## src/sv/bowp_pkg.sv

```systemverilog
`timescale 1ns / 1ps
// ---------------------------------------------------------------------------
// bowp_pkg
// Shared constants and register codes of the window placement check unit.
// ---------------------------------------------------------------------------
package bowp_pkg;

    localparam int COORD_BITS_DEF = 16;

    // Queue depths: input queue between front and back, result queue toward the consumer
    localparam int IN_QUEUE_DEPTH  = 4;
    localparam int OUT_QUEUE_DEPTH = 2;

    // Register reset values
    localparam int WINDOW_X_RST      = 0;
    localparam int WINDOW_Y_RST      = 0;
    localparam int WINDOW_WIDTH_RST  = 640;
    localparam int WINDOW_HEIGHT_RST = 480;
    localparam int MIN_VISIBLE_RST   = 100;
    localparam int TOP_TOL_RST       = 40;
    localparam int MIN_TITLE_RST     = 30;

    localparam int CFG_INDEX_BITS = 3;

    typedef enum logic [CFG_INDEX_BITS-1:0] {
        REG_WINDOW_X      = 3'd0,
        REG_WINDOW_Y      = 3'd1,
        REG_WINDOW_WIDTH  = 3'd2,
        REG_WINDOW_HEIGHT = 3'd3,
        REG_MIN_VISIBLE   = 3'd4,
        REG_TOP_TOL       = 3'd5,
        REG_MIN_TITLE     = 3'd6
    } cfg_reg_t;

endpackage

```

## src/sv/bowp_queue.sv

```systemverilog
`timescale 1ns / 1ps
// ---------------------------------------------------------------------------
// bowp_queue
// Small first-in first-out queue in flops, head word shown combinationally.
// ---------------------------------------------------------------------------
module bowp_queue
    import bowp_pkg::*;
#(
    parameter int WIDTH = 8,
    parameter int DEPTH = 4     // power of two, at least 2
)
(
    input  logic             clk,
    input  logic             rst_n,
    input  logic             push,
    input  logic [WIDTH-1:0] wdata,
    output logic             full,
    input  logic             pop,
    output logic [WIDTH-1:0] rdata,
    output logic             empty
);

    localparam int AW = $clog2(DEPTH);
    localparam int CW = $clog2(DEPTH + 1);

    logic [WIDTH-1:0] mem_reg [DEPTH];
    logic [AW-1:0]    wr_ptr_reg, wr_ptr_next;
    logic [AW-1:0]    rd_ptr_reg, rd_ptr_next;
    logic [CW-1:0]    count_reg, count_next;
    logic             do_push, do_pop;

    assign full    = (count_reg == CW'(DEPTH));
    assign empty   = (count_reg == '0);
    assign do_push = push && !full;
    assign do_pop  = pop && !empty;
    assign rdata   = mem_reg[rd_ptr_reg];

    always_comb
    begin
        wr_ptr_next = do_push ? wr_ptr_reg + AW'(1) : wr_ptr_reg;
        rd_ptr_next = do_pop  ? rd_ptr_reg + AW'(1) : rd_ptr_reg;
        count_next  = count_reg;
        if (do_push && !do_pop)
        begin
            count_next = count_reg + CW'(1);
        end
        else if (do_pop && !do_push)
        begin
            count_next = count_reg - CW'(1);
        end
    end

    always_ff @(posedge clk or negedge rst_n)
    begin
        if (!rst_n)
        begin
            wr_ptr_reg <= '0;
            rd_ptr_reg <= '0;
            count_reg  <= '0;
        end
        else
        begin
            wr_ptr_reg <= wr_ptr_next;
            rd_ptr_reg <= rd_ptr_next;
            count_reg  <= count_next;
        end
    end

    always_ff @(posedge clk)
    begin
        if (do_push)
        begin
            mem_reg[wr_ptr_reg] <= wdata;
        end
    end

endmodule

```

## src/sv/bowp_front.sv

```systemverilog
`timescale 1ns / 1ps
// ---------------------------------------------------------------------------
// bowp_front
// Intersects an incoming work area with the window and classifies it.
// ---------------------------------------------------------------------------
module bowp_front
    import bowp_pkg::*;
#(
    parameter int COORD_BITS = COORD_BITS_DEF
)
(
    input  logic                           present,
    input  logic signed [COORD_BITS-1:0]   area_x,
    input  logic signed [COORD_BITS-1:0]   area_y,
    input  logic        [COORD_BITS-2:0]   area_width,
    input  logic        [COORD_BITS-2:0]   area_height,
    input  logic                           last,
    input  logic signed [COORD_BITS-1:0]   wx,
    input  logic signed [COORD_BITS-1:0]   wy,
    input  logic        [COORD_BITS-2:0]   ww,
    input  logic        [COORD_BITS-2:0]   wh,
    // word = {hit, last, ow, oh, ay, aw, ah}
    output logic [5*COORD_BITS-3:0]        word
);

    localparam int SW = COORD_BITS - 1;
    localparam int EW = COORD_BITS + 2;

    logic signed [EW-1:0] wx_e, wy_e, ax_e, ay_e;
    logic signed [EW-1:0] w_right, w_bot, a_right, a_bot;
    logic signed [EW-1:0] left, top, right, bot;
    logic signed [EW-1:0] ow, oh;
    logic                 hit;

    always_comb
    begin
        wx_e    = EW'(wx);
        wy_e    = EW'(wy);
        ax_e    = EW'(area_x);
        ay_e    = EW'(area_y);
        w_right = wx_e + $signed({3'b000, ww});
        w_bot   = wy_e + $signed({3'b000, wh});
        a_right = ax_e + $signed({3'b000, area_width});
        a_bot   = ay_e + $signed({3'b000, area_height});
        left    = (wx_e > ax_e) ? wx_e : ax_e;
        top     = (wy_e > ay_e) ? wy_e : ay_e;
        right   = (w_right < a_right) ? w_right : a_right;
        bot     = (w_bot < a_bot) ? w_bot : a_bot;
        ow      = right - left;
        oh      = bot - top;
        // positive overlap never exceeds the narrower width, so SW bits hold it
        hit     = present && (ow > 0) && (oh > 0);
        word    = {hit, last, ow[SW-1:0], oh[SW-1:0], area_y, area_width, area_height};
    end

endmodule

```

## src/sv/bowp_back.sv

```systemverilog
`timescale 1ns / 1ps
// ---------------------------------------------------------------------------
// bowp_back
// Overlap area multiply, best-area tracking and end-of-list verdict.
// ---------------------------------------------------------------------------
module bowp_back
    import bowp_pkg::*;
#(
    parameter int COORD_BITS = COORD_BITS_DEF
)
(
    input  logic                           clk,
    input  logic                           rst_n,
    input  logic [5*COORD_BITS-3:0]        in_word,
    input  logic                           in_empty,
    output logic                           in_pop,
    input  logic signed [COORD_BITS-1:0]   wy,
    input  logic        [COORD_BITS-2:0]   ww,
    input  logic        [COORD_BITS-2:0]   wh,
    input  logic        [COORD_BITS-2:0]   mv,
    input  logic        [COORD_BITS-2:0]   tt,
    input  logic        [COORD_BITS-2:0]   mtb,
    output logic                           out_push,
    output logic [2*COORD_BITS-2:0]        out_word,
    input  logic                           out_full
);

    localparam int SW = COORD_BITS - 1;
    localparam int PW = 2 * SW;
    localparam int EW = COORD_BITS + 2;

    // incoming word fields
    logic                  i_hit, i_last;
    logic [SW-1:0]         i_ow, i_oh, i_aw, i_ah;
    logic [COORD_BITS-1:0] i_ay;

    // multiply stage
    logic                  m_valid_reg, m_valid_next;
    logic                  m_hit_reg, m_last_reg;
    logic [SW-1:0]         m_ow_reg, m_oh_reg, m_aw_reg, m_ah_reg;
    logic [COORD_BITS-1:0] m_ay_reg;
    logic [PW-1:0]         m_area_reg;

    // running best
    logic                  found_reg, found_next;
    logic [PW-1:0]         best_area_reg, best_area_next;
    logic [COORD_BITS-1:0] best_ay_reg, best_ay_next;
    logic [SW-1:0]         best_aw_reg, best_aw_next;
    logic [SW-1:0]         best_ah_reg, best_ah_next;
    logic [SW-1:0]         best_ow_reg, best_ow_next;
    logic [SW-1:0]         best_oh_reg, best_oh_next;

    // candidate after this word
    logic                  c_found;
    logic [PW-1:0]         c_area;
    logic [COORD_BITS-1:0] c_ay;
    logic [SW-1:0]         c_aw, c_ah, c_ow, c_oh;
    logic                  upd, adv, take;

    // final stage snapshot
    logic                  f_valid_reg, f_valid_next;
    logic                  f_found_reg;
    logic [COORD_BITS-1:0] f_ay_reg;
    logic [SW-1:0]         f_aw_reg, f_ah_reg, f_ow_reg, f_oh_reg;

    logic signed [EW-1:0]  wy_e, ay_e, lo_lim, hi_lim;
    logic                  ok;
    logic [SW-1:0]         cw, ch;

    assign {i_hit, i_last, i_ow, i_oh, i_ay, i_aw, i_ah} = in_word;

    // one stall for the whole back pipe: the verdict cannot leave
    assign adv      = !(f_valid_reg && out_full);
    assign in_pop   = adv && !in_empty;
    assign take     = adv && m_valid_reg;
    assign out_push = adv && f_valid_reg;

    always_comb
    begin
        m_valid_next = adv ? !in_empty : m_valid_reg;
        f_valid_next = adv ? (m_valid_reg && m_last_reg) : f_valid_reg;

        // strictly larger wins, so the first area keeps a tie
        upd     = m_hit_reg && (!found_reg || (m_area_reg > best_area_reg));
        c_found = found_reg || upd;
        c_area  = upd ? m_area_reg : best_area_reg;
        c_ay    = upd ? m_ay_reg   : best_ay_reg;
        c_aw    = upd ? m_aw_reg   : best_aw_reg;
        c_ah    = upd ? m_ah_reg   : best_ah_reg;
        c_ow    = upd ? m_ow_reg   : best_ow_reg;
        c_oh    = upd ? m_oh_reg   : best_oh_reg;

        found_next     = found_reg;
        best_area_next = best_area_reg;
        best_ay_next   = best_ay_reg;
        best_aw_next   = best_aw_reg;
        best_ah_next   = best_ah_reg;
        best_ow_next   = best_ow_reg;
        best_oh_next   = best_oh_reg;
        if (take)
        begin
            if (m_last_reg)
            begin
                found_next     = 1'b0;
                best_area_next = '0;
                best_ay_next   = '0;
                best_aw_next   = '0;
                best_ah_next   = '0;
                best_ow_next   = '0;
                best_oh_next   = '0;
            end
            else
            begin
                found_next     = c_found;
                best_area_next = c_area;
                best_ay_next   = c_ay;
                best_aw_next   = c_aw;
                best_ah_next   = c_ah;
                best_ow_next   = c_ow;
                best_oh_next   = c_oh;
            end
        end
    end

    always_ff @(posedge clk or negedge rst_n)
    begin
        if (!rst_n)
        begin
            m_valid_reg   <= 1'b0;
            f_valid_reg   <= 1'b0;
            found_reg     <= 1'b0;
            best_area_reg <= '0;
            best_ay_reg   <= '0;
            best_aw_reg   <= '0;
            best_ah_reg   <= '0;
            best_ow_reg   <= '0;
            best_oh_reg   <= '0;
        end
        else
        begin
            m_valid_reg   <= m_valid_next;
            f_valid_reg   <= f_valid_next;
            found_reg     <= found_next;
            best_area_reg <= best_area_next;
            best_ay_reg   <= best_ay_next;
            best_aw_reg   <= best_aw_next;
            best_ah_reg   <= best_ah_next;
            best_ow_reg   <= best_ow_next;
            best_oh_reg   <= best_oh_next;
        end
    end

    always_ff @(posedge clk)
    begin
        if (in_pop)
        begin
            m_hit_reg  <= i_hit;
            m_last_reg <= i_last;
            m_ow_reg   <= i_ow;
            m_oh_reg   <= i_oh;
            m_ay_reg   <= i_ay;
            m_aw_reg   <= i_aw;
            m_ah_reg   <= i_ah;
            m_area_reg <= PW'(i_ow) * PW'(i_oh);
        end
        if (take && m_last_reg)
        begin
            f_found_reg <= c_found;
            f_ay_reg    <= c_ay;
            f_aw_reg    <= c_aw;
            f_ah_reg    <= c_ah;
            f_ow_reg    <= c_ow;
            f_oh_reg    <= c_oh;
        end
    end

    // verdict on the chosen area
    always_comb
    begin
        wy_e   = EW'(wy);
        ay_e   = EW'($signed(f_ay_reg));
        lo_lim = ay_e - $signed({3'b000, tt});
        hi_lim = ay_e + $signed({3'b000, f_ah_reg}) - $signed({3'b000, mtb});
        ok     = f_found_reg && (f_ow_reg >= mv) && (f_oh_reg >= mv)
                 && !(wy_e < lo_lim) && !(wy_e > hi_lim);
        cw     = (ww < f_aw_reg) ? ww : f_aw_reg;
        ch     = (wh < f_ah_reg) ? wh : f_ah_reg;
        out_word = ok ? {1'b1, cw, ch} : '0;
    end

endmodule

```

## src/sv/best_overlap_window_placement_check_unit.sv

```systemverilog
`timescale 1ns / 1ps
// ---------------------------------------------------------------------------
// best_overlap_window_placement_check_unit
// Checks a saved window rectangle against a streamed list of work areas.
// ---------------------------------------------------------------------------
//
//  Channel   Handshake                Word
//  -------   ----------------------   ---------------------------------------
//  input     push / full              present, area_x/y, area_width/height,
//                                     last
//  result    pop / empty              accepted, clamped_width, clamped_height
//  config    cfg_valid / cfg_ready    cfg_index, cfg_data (ready always high)
//
//  One work area is taken every cycle while full is low. A word passes the front
//  (intersect and classify) in its accept cycle, then two back stages: the
//  overlap multiply and the best-area update. A result passes the multiply and
//  snapshot registers to the result queue; the best-area loop sets the
//  one-word-per-cycle rate. The back stalls only while its verdict finds the
//  result queue full; the input queue absorbs the words behind it. Reset empties
//  both queues, clears the running best and loads the register defaults.
// ---------------------------------------------------------------------------
module best_overlap_window_placement_check_unit
    import bowp_pkg::*;
#(
    parameter int COORD_BITS = COORD_BITS_DEF
)
(
    input  logic                          clk,
    input  logic                          rst_n,
    // work area input
    input  logic                          push,
    output logic                          full,
    input  logic                          present,
    input  logic signed [COORD_BITS-1:0]  area_x,
    input  logic signed [COORD_BITS-1:0]  area_y,
    input  logic        [COORD_BITS-2:0]  area_width,
    input  logic        [COORD_BITS-2:0]  area_height,
    input  logic                          last,
    // verdict output
    output logic                          empty,
    input  logic                          pop,
    output logic                          accepted,
    output logic        [COORD_BITS-2:0]  clamped_width,
    output logic        [COORD_BITS-2:0]  clamped_height,
    // register writes
    input  logic                          cfg_valid,
    output logic                          cfg_ready,
    input  logic [CFG_INDEX_BITS-1:0]     cfg_index,
    input  logic [COORD_BITS-1:0]         cfg_data
);

    localparam int SW = COORD_BITS - 1;
    localparam int QW = 5 * COORD_BITS - 2;   // front word width
    localparam int RW = 2 * COORD_BITS - 1;   // result word width

    // configuration registers
    logic signed [COORD_BITS-1:0] window_x_reg, window_y_reg;
    logic [SW-1:0] window_width_reg, window_height_reg;
    logic [SW-1:0] min_visible_reg, top_tol_reg, min_title_reg;

    logic [QW-1:0] front_word, q_word;
    logic          q_empty, q_pop;
    logic [RW-1:0] res_word_in, res_word_out;
    logic          res_push, res_full;

    assign cfg_ready = 1'b1;

    always_ff @(posedge clk or negedge rst_n)
    begin
        if (!rst_n)
        begin
            window_x_reg      <= COORD_BITS'(WINDOW_X_RST);
            window_y_reg      <= COORD_BITS'(WINDOW_Y_RST);
            window_width_reg  <= SW'(WINDOW_WIDTH_RST);
            window_height_reg <= SW'(WINDOW_HEIGHT_RST);
            min_visible_reg   <= SW'(MIN_VISIBLE_RST);
            top_tol_reg       <= SW'(TOP_TOL_RST);
            min_title_reg     <= SW'(MIN_TITLE_RST);
        end
        else if (cfg_valid && cfg_ready)
        begin
            case (cfg_reg_t'(cfg_index))
                REG_WINDOW_X:      window_x_reg      <= cfg_data;
                REG_WINDOW_Y:      window_y_reg      <= cfg_data;
                REG_WINDOW_WIDTH:  window_width_reg  <= cfg_data[SW-1:0];
                REG_WINDOW_HEIGHT: window_height_reg <= cfg_data[SW-1:0];
                REG_MIN_VISIBLE:   min_visible_reg   <= cfg_data[SW-1:0];
                REG_TOP_TOL:       top_tol_reg       <= cfg_data[SW-1:0];
                REG_MIN_TITLE:     min_title_reg     <= cfg_data[SW-1:0];
                default: ;   // unused index, write dropped
            endcase
        end
    end

    // front: intersect with the window as the word arrives
    bowp_front #(.COORD_BITS(COORD_BITS)) u_front (
        .present     (present),
        .area_x      (area_x),
        .area_y      (area_y),
        .area_width  (area_width),
        .area_height (area_height),
        .last        (last),
        .wx          (window_x_reg),
        .wy          (window_y_reg),
        .ww          (window_width_reg),
        .wh          (window_height_reg),
        .word        (front_word)
    );

    // decouples input acceptance from the back pipe
    bowp_queue #(.WIDTH(QW), .DEPTH(IN_QUEUE_DEPTH)) u_in_queue (
        .clk   (clk),
        .rst_n (rst_n),
        .push  (push),
        .wdata (front_word),
        .full  (full),
        .pop   (q_pop),
        .rdata (q_word),
        .empty (q_empty)
    );

    // back: multiply, keep best, judge at end of list
    bowp_back #(.COORD_BITS(COORD_BITS)) u_back (
        .clk      (clk),
        .rst_n    (rst_n),
        .in_word  (q_word),
        .in_empty (q_empty),
        .in_pop   (q_pop),
        .wy       (window_y_reg),
        .ww       (window_width_reg),
        .wh       (window_height_reg),
        .mv       (min_visible_reg),
        .tt       (top_tol_reg),
        .mtb      (min_title_reg),
        .out_push (res_push),
        .out_word (res_word_in),
        .out_full (res_full)
    );

    // result queue toward the consumer
    bowp_queue #(.WIDTH(RW), .DEPTH(OUT_QUEUE_DEPTH)) u_out_queue (
        .clk   (clk),
        .rst_n (rst_n),
        .push  (res_push),
        .wdata (res_word_in),
        .full  (res_full),
        .pop   (pop),
        .rdata (res_word_out),
        .empty (empty)
    );

    assign {accepted, clamped_width, clamped_height} = res_word_out;

endmodule
```

## config.mk

```make
export PLATFORM = sky130hd
export DESIGN_NAME = best_overlap_window_placement_check_unit
export DESIGN_NICKNAME = d
export VERILOG_FILES = /design/src/sv/bowp_pkg.sv /design/src/sv/bowp_queue.sv /design/src/sv/bowp_front.sv /design/src/sv/bowp_back.sv /design/src/sv/best_overlap_window_placement_check_unit.sv
export SDC_FILE = /design/constraint.sdc
export NUM_CORES = 2
export LEC_CHECK = 0
export ABC_AREA = 1
export BUFFER_PORTS_ARGS = -buffer_cell sky130_fd_sc_hd__buf_2
export CORE_ASPECT_RATIO = 0.75
export CORE_MARGIN = 1.5
export CORE_UTILIZATION = 64
export CTS_CLUSTER_DIAMETER = 150
export CTS_CLUSTER_SIZE = 24
export DETAILED_ROUTE_END_ITERATION = 6
export PLACE_DENSITY_LB_ADDON = 0.12
export SLEW_MARGIN = 10
export SYNTH_ARGS = -nofsm -noshare
export SYNTH_HDL_FRONTEND = slang
export SYNTH_SLANG_ARGS = --single-unit
```

## constraint.sdc

```tcl
create_clock -name clk -period 8 [get_ports clk]
set_clock_uncertainty 0.05 [all_clocks]
set_input_delay 1.2 -clock clk [delete_from_list [all_inputs] [get_ports clk]]
set_output_delay 1.2 -clock clk [all_outputs]
set_load 0.02 [all_outputs]
```

Word-level counts from Yosys, hierarchy flattened

Memories as Yosys holds them, arrays and structs flattened.
Index checks and enable logic that the tools add are counted.

Output and inout port bits: 34
Register bits: 412
Bits in writable memories: 374
Input port bits: 88
Word-level logic and storage cells: 154
Memories kept: 2

Magnitude comparators: 13
$add $sub $neg: 17
Reduce and logical (&&, ||, !) cells: 49
Muxes and demuxes: 28
Multipliers: 1
Eq/ne operators: 8

Memory list:

| memory              | words | bits a word | read ports | clocked after memory_dff | write ports | RTL line         | RTL |
|---|---|---|---|---|---|---|---|
| u_in_queue.mem_reg  | 4     | 78          | 1          | 0                        | 1           | bowp_queue.sv:26 | `logic [WIDTH-1:0] mem_reg [DEPTH];` |
| u_out_queue.mem_reg | 2     | 31          | 1          | 0                        | 1           | bowp_queue.sv:26 |  |

Operators with widths:

| kind                  | number |
|---|---|
| $mux W15              | 10 |
| $add A16 B16 Y17      | 5 |
| $mux W18              | 4 |
| $mux W30              | 2 |
| $gt A18 B1 Y1 const B | 2 |
| $lt A18 B18 Y1        | 2 |
| $sub A18 B18 Y18      | 2 |
| $gt A16 B16 Y1        | 2 |
| $mux W16              | 2 |
| $mux W31              | 1 |
| $ge A15 B15 Y1        | 2 |
| $gt A30 B30 Y1        | 1 |
| $lt A15 B15 Y1        | 2 |
| $mul A15 B15 Y30      | 1 |
| $logic_and A1 B1 Y1   | 21 |
| $gt A16 B18 Y1        | 1 |
| $sub A18 B16 Y18      | 1 |
| $lt A16 B17 Y1        | 1 |
| $sub A16 B16 Y17      | 1 |
| $reduce_and A2 Y1     | 8 |
| $eq A3 B3 Y1 const B  | 4 |
| $logic_not A1 Y1      | 12 |
| $add A2 B1 Y2 const B | 3 |
| $eq A3 B2 Y1 const B  | 2 |
| other kinds (13)      | 24 |

Longest topological paths before layout

Word-level depth: 9
Depth in mapped cells: 40
Mapped depth without buffers: 39

Hierarchy

From an unflattened synthesis, not the netlist that was laid out.

Cells, all modules: 6094
Area total of the unflattened synthesis: 52641.7 sq um

By module, submodules not included:

| module                                   | instances | cells each | sequential area each (sq um) | area each (sq um) |
|---|---|---|---|---|
| bowp_back                                | 1         | 3061       | 8282.9                       | 25095.3 |
| bowp_queue at u_in_queue                 | 1         | 971        | 9544.2                       | 12729.7 |
| bowp_front                               | 1         | 1392       | 0.0                          | 8142.8 |
| best_overlap_window_placement_check_unit | 1         | 476        | 2696.3                       | 4181.5 |
| bowp_queue at u_out_queue                | 1         | 194        | 1961.9                       | 2492.4 |

Worst setup path after synthesis

Ideal clock, no wire load.

Path kind: register -> register
Start: register u_in_queue.rd_ptr_reg[0]
End: register u_back.m_area_reg[22] (data pin)
Clock period less this slack: 6.777 ns
Buffers on the path: 4
Cell stages (with the launch flop): 27
Arrival time: 6.462 ns
Setup slack: 1.223 ns
Setup time: 0.265 ns
Data required time: 7.685 ns
Path through: dfrtp_1 -> buf_2 -> buf_1 -> clkbuf_1 -> nand2_1 -> a32oi_1 -> clkbuf_1 -> nand2_1 -> fa_1 -> inv_1 -> fa_1 -> inv_1 -> fa_1 -> inv_1 -> fa_1 -> fa_1 -> fa_1 -> ha_1 -> a21oi_1 -> inv_1 -> nor2_1 -> o21ai_1 -> a21boi_0 -> o21ai_0 -> a21boi_1 -> o21ai_0 -> xor2_1

Cells in the longest elaborated chain, start to end: 2

Ends and longest elaborated chain:

| element                | RTL line                                       | RTL |
|---|---|---|
| start, declared        | bowp_queue.sv:28                               | `logic [AW-1:0] rd_ptr_reg, rd_ptr_next;` |
| start signal, assigned | bowp_queue.sv:64                               | `rd_ptr_reg <= rd_ptr_next;` |
| $mem_v2 Z4 W78         | --                                             |  |
| net q_word[49]         | best_overlap_window_placement_check_unit.sv:61 | `logic [QW-1:0] front_word, q_word;` |
| $mul A15 B15 Y30       | bowp_back.sv:164                               | `m_area_reg <= PW'(i_ow) * PW'(i_oh);` |
| end signal, assigned   | bowp_back.sv:164                               |  |
| end, declared          | bowp_back.sv:42                                | `logic [PW-1:0] m_area_reg;` |

The timed path passes the listed nets, and every way through them passes these cells.
A chain may end at the register's enable or synchronous reset.

Worst setup path in the final report

Start: register u_in_queue.rd_ptr_reg[0]
End: register u_back.m_area_reg[27] (data pin)

Same word-level chain as after synthesis.

==> run summary <==
Syn Area/Cell = 9.54 µm²
Clock Tree Buf Depth = 3
Core Rows = 86
failing checks = design-rule violations
Mapped Cells = 5045
Crit path required time = 8.33 ns
number of synthesized flops with an enable pin = 559
Layout fillers = 5719
Worst R2R End = u_back.m_area_reg[27]
post-synthesis register bit count = 786
PortBufs = 120
layout cell share with drive strength beyond 1 = 6.41%
Ys Warns = 0
clk sinks = 786
Crit. End Element = flop
RR Startpoint = u_in_queue.rd_ptr_reg[0]
Antenna Nets Post-Route = 0
all-layer global routing usage = 34.5%
crit start category = flop
dominant synthesized flop cell = edfxtp_1
status = finished with violations
Final Hold Violating Endpoints = 0
first-pass GRT wire length = 200 mm
cts hold-fix bufs = 0
Tightest Hold Check Type = reg -> reg
GR Overflow Total = 0
Initial DRC Count = 4272
cell types with the highest counts after synthesis = nand2_1, inv_1, edfxtp_1, o21ai_0, ha_1
crit path kind = reg -> reg
Die X = 320 µm
Nets = 5834
RSZ-0062 raised after global routing = false
Area growth, synth to finish = 6.77%
R2R cell count = 27
synth unique cells = 57
# IOs = 122
CTS tree = yes
share of async-settable or async-resettable flops after synthesis = 28.9%
clk_lat worst skew = 0.63 ns
initial antenna violation count = 13
hold path depth = 2
total CTS buffers = 38
critical hold path startpoint = top_tol_reg[5]
Rel. slew slack = 24.9%
Pre-antenna DRT Iters = 7
Pins Over Slew Limit = 0
R2R setup slack = 0.58 ns
routability cong. = 1.02
Die ar. = 76900 µm²
Syn Std Cell Area = 48100 µm²
vias in the first global route = 33.9k
Tightest Pin Transition = 1.13 ns
HPWL Detailed = 102 mm
via count = 36.8k
WL/cell = 21.5 µm
crit path max fanout = 28
Die Y = 241 µm
setup bufs post-CTS = 0
Synth area leaders = edfxtp_1, dfrtp_1, ha_1
core footprint = 73900 µm²
post-DR vias/cell = 5.97
syn nets = 5733
Total Wirelength = 132 mm
Final period util = 92.7%
largest net degree at the start of global routing = 145
CTS resizes = 0
CTS clock-pin slew for the worst setup and hold paths = 0.11 ns
final setup fails = 0
Hold EP = top_tol_reg[5]
Final TNS setup = 0 ns
min Tclk post-route = 7.42 ns
Synth top area share = 34.9%
area leader, netlist = edfxtp_1
Max Cap Violations = 0
root buffer cell = clkbuf_16
DRC viols = 2
share of the yosys chip area belonging to registers = 46.7%
Max Fclk = 135 MHz
Largest register FFs = 312
Starting Density = 65.1%
H-tree levels = 2
count leader, synth = nand2_1
Worst EP arrival = 7.75 ns
## worst max-delay path, stage by stage, from the launching register on
cell and delay, ns:
dfrtp_4 0.58, inv_4 0.28, buf_4 0.23, nand2_1 0.06
a32oi_1 0.29, buf_12 0.20, clkinv_1 0.38, nor2_1 0.28
fa_1 0.44, ha_1 0.20, fa_1 0.48, inv_1 0.06
fa_1 0.48, fa_1 0.49, inv_1 0.05, fa_1 0.43
ha_1 0.36, a21oi_1 0.21, o21ai_0 0.11, a21oi_1 0.26
inv_1 0.08, a21oi_1 0.34, o21a_1 0.23, o21bai_1 0.13
buf_4 0.17, nand3_1 0.06, nand3_1 0.08, xor2_1 0.14
## cell type report
| type | count | area (µm²) | area share [%] |
|---|---|---|---|
| antenna | 13 | 32.5 | 0.0633 |
| clock buffer | 67 | 1080 | 2.10 |
| clock inverter | 3 | 37.5 | 0.0730 |
| inverter | 700 | 2630 | 5.12 |
| multi-input combinational | 3396 | 22400 | 43.7 |
| sequential | 786 | 22500 | 43.8 |
| tap | 968 | 1210 | 2.36 |
| timing repair buffer | 224 | 1480 | 2.88 |
## per-stage QoR
stage                     hold WS (ns)  instances  cell area [µm²]  setup slack, ns  util, %
after floorplan                  0.403       5045            48100             1.22        -
after global placement           0.417       6074            50300            0.487     68.0
after detailed placement         0.425       6074            50300            0.359     68.0
after CTS                        0.447       6144            51400            0.797     69.5
after global routing             0.461       6150            51400            0.268     69.5
final                            0.443       6157            51400            0.584     69.5
## worst max path at each step
stage / start / endpoint / slack (ns)
final: u_in_queue.rd_ptr_reg[0] / u_back.m_area_reg[27] / 0.58
after detailed placement: area_y[0] / u_in_queue.mem_reg[0][77] / 0.36
after global routing: u_in_queue.rd_ptr_reg[0] / u_back.m_area_reg[27] / 0.27
after floorplan: u_in_queue.rd_ptr_reg[0] / u_back.m_area_reg[22] / 1.22
after CTS: u_in_queue.rd_ptr_reg[0] / u_back.m_area_reg[24] / 0.80
after global placement: area_y[0] / u_in_queue.mem_reg[0][77] / 0.49
## routing by layer
metal	share of wire [%]	track usage, %
met1	44	53.2
met2	39	45.6
met3	15	12.7
met4	2.2	8.70
met5	0	0
## logic make-up (layout without fill, tap and decap cells)
kind of cell	after synthesis	after routing	synth area share [%]
XOR/XNOR	157	157	2.86
other	1	14	0.00779
adder cells (fa/ha/maj)	600	600	18.4
multiplexers	15	15	0.351
AO/OA/AOI/OAI	994	994	11.3
buffers and inverters	863	994	6.81
flip-flops	786	786	46.7
AND/OR/NAND/NOR	1629	1629	13.6
## placed cells by master (no fill, tap or decap), types with 94 or more instances in the layout
master,Yosys,routed
edfxtp_1,559,559
nand3_1,155,155
buf_4,1,97
fa_1,177,177
nor2_1,371,364
inv_1,696,692
a21oi_1,265,264
nand2_1,1006,1006
ha_1,423,423
dfrtp_1,212,210
buf_2,17,119
o21ai_0,538,537
xor2_1,94,94
Power is not shown: default switching activity piles up to over one toggle a cycle in this logic, so the estimate is an artifact.
